## src/sv/sme_pkg.sv

```systemverilog
// ----------------------------------------------------------------------------
// sme_pkg
// Shared types and codes of the stack machine executor.
// ----------------------------------------------------------------------------
package sme_pkg;

  localparam int unsigned VW = 48;

  typedef logic [3:0] cmd_t;
  localparam cmd_t CMD_PUSH = 4'd0;
  localparam cmd_t CMD_POP  = 4'd1;
  localparam cmd_t CMD_IN   = 4'd2;
  localparam cmd_t CMD_MUL  = 4'd3;
  localparam cmd_t CMD_SUB  = 4'd4;
  localparam cmd_t CMD_OUT  = 4'd5;
  localparam cmd_t CMD_ADD  = 4'd6;
  localparam cmd_t CMD_DIV  = 4'd7;
  localparam cmd_t CMD_SQRT = 4'd8;

  typedef logic [2:0] err_t;
  localparam err_t ERR_NONE  = 3'd0;
  localparam err_t ERR_DIV0  = 3'd1;
  localparam err_t ERR_UNDER = 3'd2;
  localparam err_t ERR_OVER  = 3'd3;
  localparam err_t ERR_SQRT  = 3'd4;

  localparam logic [VW-1:0] VMAX = {1'b0, {(VW-1){1'b1}}};
  localparam logic [VW-1:0] VMIN = {1'b1, {(VW-1){1'b0}}};

  // decoded instruction handed from front to back
  typedef struct packed {
    cmd_t             cmd;
    logic [2:0]       reg_sel;
    logic [VW-1:0]    operand;
  } instr_t;

  // result item
  typedef struct packed {
    logic [VW-1:0] out_value;
    logic          out_valid;
    logic          halted;
    err_t          error_code;
  } result_t;

endpackage

```

## src/sv/sme_front.sv

```systemverilog
// ----------------------------------------------------------------------------
// sme_front
// Accepts instructions, selects the operand and queues them for the back end.
// ----------------------------------------------------------------------------
module sme_front (
  input  logic                clk_i,
  input  logic                rst_ni,
  input  logic                in_valid_i,
  output logic                in_ready_o,
  input  logic [3:0]          cmd_i,
  input  logic [2:0]          reg_sel_i,
  input  logic [47:0]         immediate_i,
  input  logic [47:0]         in_value_i,
  output logic                q_valid_o,
  input  logic                q_pop_i,
  output sme_pkg::instr_t     q_data_o
);

  sme_pkg::instr_t     mem_q [2];
  logic                wp_q, rp_q, wp_d, rp_d;
  logic [1:0]          cnt_q, cnt_d;
  logic                push;
  sme_pkg::instr_t     ins;

  assign in_ready_o = (cnt_q != 2'd2);
  assign push       = in_valid_i && in_ready_o;
  assign q_valid_o  = (cnt_q != 2'd0);
  assign q_data_o   = mem_q[rp_q];

  // classify: in carries in_value, everything else the immediate
  always_comb begin
    ins.cmd     = cmd_i;
    ins.reg_sel = reg_sel_i;
    ins.operand = (cmd_i == sme_pkg::CMD_IN) ? in_value_i : immediate_i;
  end

  always_comb begin
    wp_d  = push ? ~wp_q : wp_q;
    rp_d  = q_pop_i ? ~rp_q : rp_q;
    cnt_d = cnt_q + {1'b0, push} - {1'b0, q_pop_i};
  end

  always_ff @(posedge clk_i or negedge rst_ni) begin
    if (!rst_ni) begin
      wp_q <= 1'b0; rp_q <= 1'b0; cnt_q <= 2'd0;
    end else begin
      wp_q <= wp_d; rp_q <= rp_d; cnt_q <= cnt_d;
    end
  end

  // queue storage
  always_ff @(posedge clk_i) begin
    if (push) mem_q[wp_q] <= ins;
  end

endmodule

```

## config.mk

```make
export PLATFORM = sky130hd
export DESIGN_NAME = sme_front
export DESIGN_NICKNAME = d
export VERILOG_FILES = /design/src/sv/sme_pkg.sv /design/src/sv/sme_front.sv
export SDC_FILE = /design/constraint.sdc
export NUM_CORES = 1
export LEC_CHECK = 0
export BUFFER_PORTS_ARGS = -buffer_cell sky130_fd_sc_hd__buf_2
export CELL_PAD_IN_SITES_DETAIL_PLACEMENT = 1
export CELL_PAD_IN_SITES_GLOBAL_PLACEMENT = 2
export CORE_MARGIN = 1.5
export CORE_UTILIZATION = 31
export DETAILED_ROUTE_END_ITERATION = 7
export PLACE_DENSITY = 0.84
export RECOVER_POWER = 50
export REMOVE_ABC_BUFFERS = 1
export SLEW_MARGIN = 20
export SYNTH_ARGS = -nofsm -noshare
export SYNTH_HDL_FRONTEND = slang
export SYNTH_SLANG_ARGS = --single-unit
```

## constraint.sdc

```tcl
create_clock -name clk_i -period 3.2 [get_ports clk_i]
set_clock_uncertainty 0.05 [all_clocks]
set_input_delay 0.32 -clock clk_i [delete_from_list [all_inputs] [get_ports clk_i]]
set_output_delay 0.32 -clock clk_i [all_outputs]
set_load 0.01 [all_outputs]
```

==> results by group <==
Outcome
  – Status: complete, but fails checks
  – Violated checks: capacitance limit, slew limit

Synth
  – Simple-Gate Fraction of Synth Area: 0.0121
  – Yosys top cell area share: 0.694
  – Top-count cell post-synth: edfxtp_1
  – Post-synth top cells: edfxtp_1, mux2_2, mux2_1
  – Syn Std Cell Area: 4760 um^2
  – EDFF count, synth: 110
  – Main combinational cell family by area after synthesis: multiplexers
  – Mux contribution to synthesized area: 0.244
  – Sequential-to-total area share from yosys stat: 0.715
  – Synth warnings: 0
  – Post-Synth XOR/XNOR Area: 0.00736
  – Complex-gate fraction of the synthesized area: 0.00315
  – Primary FF master, synth: edfxtp_1
  – Synthesis-stage register bit count: between 100 and 150
  – Netlist cell types: 19
  – Area contributors post-synth: edfxtp_1, mux2_2, mux2_1
  – Post-Syn Instances: roughly 240
  – Syn avg cell area: about 20 um^2
  – Adder-cell share of the synthesized area: 0.00263
  – Post-synth top area cell: edfxtp_1
  – Async S/R FF share, synth: 0.0351

Detailed routing
  – Wire length per cell: between 15 and 20 um
  – Final antenna-violating net count: 0
  – Post-Route WL: slightly below 10,000 um
  – Initial DRT Pass Iterations: 4
  – Vias per cell: roughly 4.5
  – Vias: ~2,800
  – # DRC: 0
  – DRT iter0 DRCs: 121

GRT
  – Largest net degree at the start of global routing: slightly below 50
  – All-layer global routing usage: 0.130
  – Vias in the first global route: 3,149
  – Global route overflow: 0
  – First-pass GRT wire length: about 16,000 um
  – Antenna violations before repair: 0

Timing
  – Worst Max-Slew Pin Slew: ~1.8 ns
  – Slew headroom: -0.210
  – Endpoints failing setup: 0
  – Fin crit period: 2.60 ns
  – Max-slew violations: 31
  – Hold_ws: 0.0703 ns
  – Tcrit/Tclk final: 0.814
  – Fin. Hold Viols: 0
  – Sum Neg Setup Slack: 0 ns
  – FMAX: between 300 and 400 MHz
  – RSZ-0062 raised after global routing: false

Setup path
  – Setup crit start: cnt_q[0]$_DFF_PN0_
  – Crit path max-delay family: buffers and inverters
  – Kind of critical path: reg2reg
  – Crit path required time: 3.13 ns
  – Critical Path Start Type: flip-flop
  – Worst Setup End Kind: flip-flop
  – Largest fanout on the critical path: 30
  – R2r startpoint: cnt_q[0]$_DFF_PN0_
  – Slowest-stage cell, CP: clkbuf_1
  – Buffers & Inverters on Critical Path: 1
  – Crit path DAT: 2.54 ns
  – Largest stage delay, worst path: ~1.3 ns
  – Worst-path cell chain: nand2b_1, nand2_1, nor2_4, clkbuf_1

CTS
  – Clock transition at path regs: 0.05 ns
  – CTS root buffer: clkbuf_16
  – CTS Buf Count: 17
  – Max H-tree Level: 4
  – Setup bufs post-CTS: 0
  – Clock sinks: roughly 110
  – CTS-repair resized insts: 0
  – Max Root-Sink Buffers: 2
  – CTS tree: built
  – Clock Latency Late Sink: 0.39 ns

Final layout
  – Antenna diodes: 0
  – Area added between synthesis and finish: 32.4%
  – Post-route cell area: 6310 um^2
  – Fill cell count: between 1,500 and 2,000
  – Ratio of cells with drive above 1 in the final layout: 0.629
  – Fin nets: approximately 530
  – Non-filler cells, final: 616

Pwr
  – P_int: between 3000 and 4000 uW
  – Design Power: around 5300 uW
  – Clock share of power: 0.315
  – NetSw: 1470 uW
  – Power share of the sequential group: 0.416
  – Switching portion of total power: 0.275
  – Comb pwr share: 0.268
  – Maximum vdd drop: roughly 0.37 mV
  – Power density cells: around 840 nW/um^2
  – Leak pwr: between 0.002 and 0.0025 uW

Floorplanning
  – I/O Pins: ~160
  – Row Count: between 40 and 50
  – Die Span Y: between 100 and 150 um
  – Initial core utilization: 0.316
  – Chip width: roughly 130 um
  – Die ar.: between 15,000 and 20,000 um^2
  – Core Area: approximately 15,000 um^2

Worst hold path
  – Hold Crit Class: in2reg
  – Hold path start: reg_sel_i[2]

Place
  – Dpl hpwl: about 6700 um
  – DP Area: a little under 6000 um^2
  – GP Congestion: 0.643
  – Placed insts: between 500 and 600
  – PortBufs: roughly 160

Job
  – Max-Cap Viols: 1
## final timing paths
check | endpoint | slack, ns | depth (start not counted)
worst min register to register | cnt_q[0]$_DFF_PN0_ | 0.51 | 1
worst max register to register | mem_q[0][45]$_DFFE_PP_ | 0.60 | 4
max in group asynchronous | rp_q$_DFFE_PN0P_ | 2.65 | 2
worst max-delay path | mem_q[0][45]$_DFFE_PP_ | 0.60 | 4
worst min-delay path | mem_q[1][50]$_DFFE_PP_ | 0.07 | 1
min in group asynchronous | cnt_q[0]$_DFF_PN0_ | 0.24 | 2
## area by class of cell
type                       instances  area (um^2)  area share
tap                              188          235      0.0373
timing repair buffer             169          868       0.138
multi-input combinational        117         1270       0.202
clock buffer                      17          425      0.0675
sequential                       114         3400       0.540
clock inverter                    11         98.8      0.0157
## cells in the final DEF (no fill, tap or decap), types with 2 or more instances in the layout
master     synthesis  layout
buf_12             0       2
buf_2              6     155
bufinv_16          0       2
clkbuf_1           0      10
clkbuf_16          0      17
clkinv_1           0       5
clkinv_2           0       4
dfrtp_1            4       3
edfxtp_1         110     110
mux2_1            20      20
mux2_2            83      83
xnor2_1            3       3
## per-layer routing
| layer | vias up | routed length (um) | global-route usage |
|---|---|---|---|
| li1 | 1305 | - | - |
| met1 | 1383 | 4080 | 0.144 |
| met2 | 94 | 5110 | 0.227 |
| met3 | 17 | 566 | 0.0489 |
| met4 | 0 | 187 | 0.0501 |
| met5 | - | 0 | 0 |
## through the flow
stage | util | setup slack, ns
6_report | 0.418 | 0.596
4_1_cts | 0.420 | 0.747
3_3_place_gp | 0.385 | 1.11
3_5_place_dp | 0.385 | 1.08
2_1_floorplan | - | -0.308
5_1_grt | 0.418 | 0.346
## flip-flops by register name, summed over array words and instances, names as in the netlist
signal	count
cnt_q	2
mem_q	110
rp_q	1
wp_q	1
## power groups by stage
stage	sequential (uW)	combinational, uW	clock [uW]
3_5_place_dp	2250	1480	0
4_1_cts	2220	1490	1730
6_report	2220	1430	1680
5_1_grt	2260	1560	1790
2_1_floorplan	2250	824	0
3_3_place_gp	2220	1460	0
## kinds of logic after synthesis
kind of cell | count (synthesis)
DFF | 114
muxes | 103
buffers and inverters | 11
and+or+nand+nor | 7
xor gates and xnor gates | 4
AOI/OAI and AO/OA | 2
adders and majority gates | 1
## what timing repair did
action | CTS | global route
endpoints found under the hold margin | 4 | 0
setup endpoints to repair | 0 | 0
hold buffers | 1 | 0
Note: power is estimated with default switching activity, not from simulation.
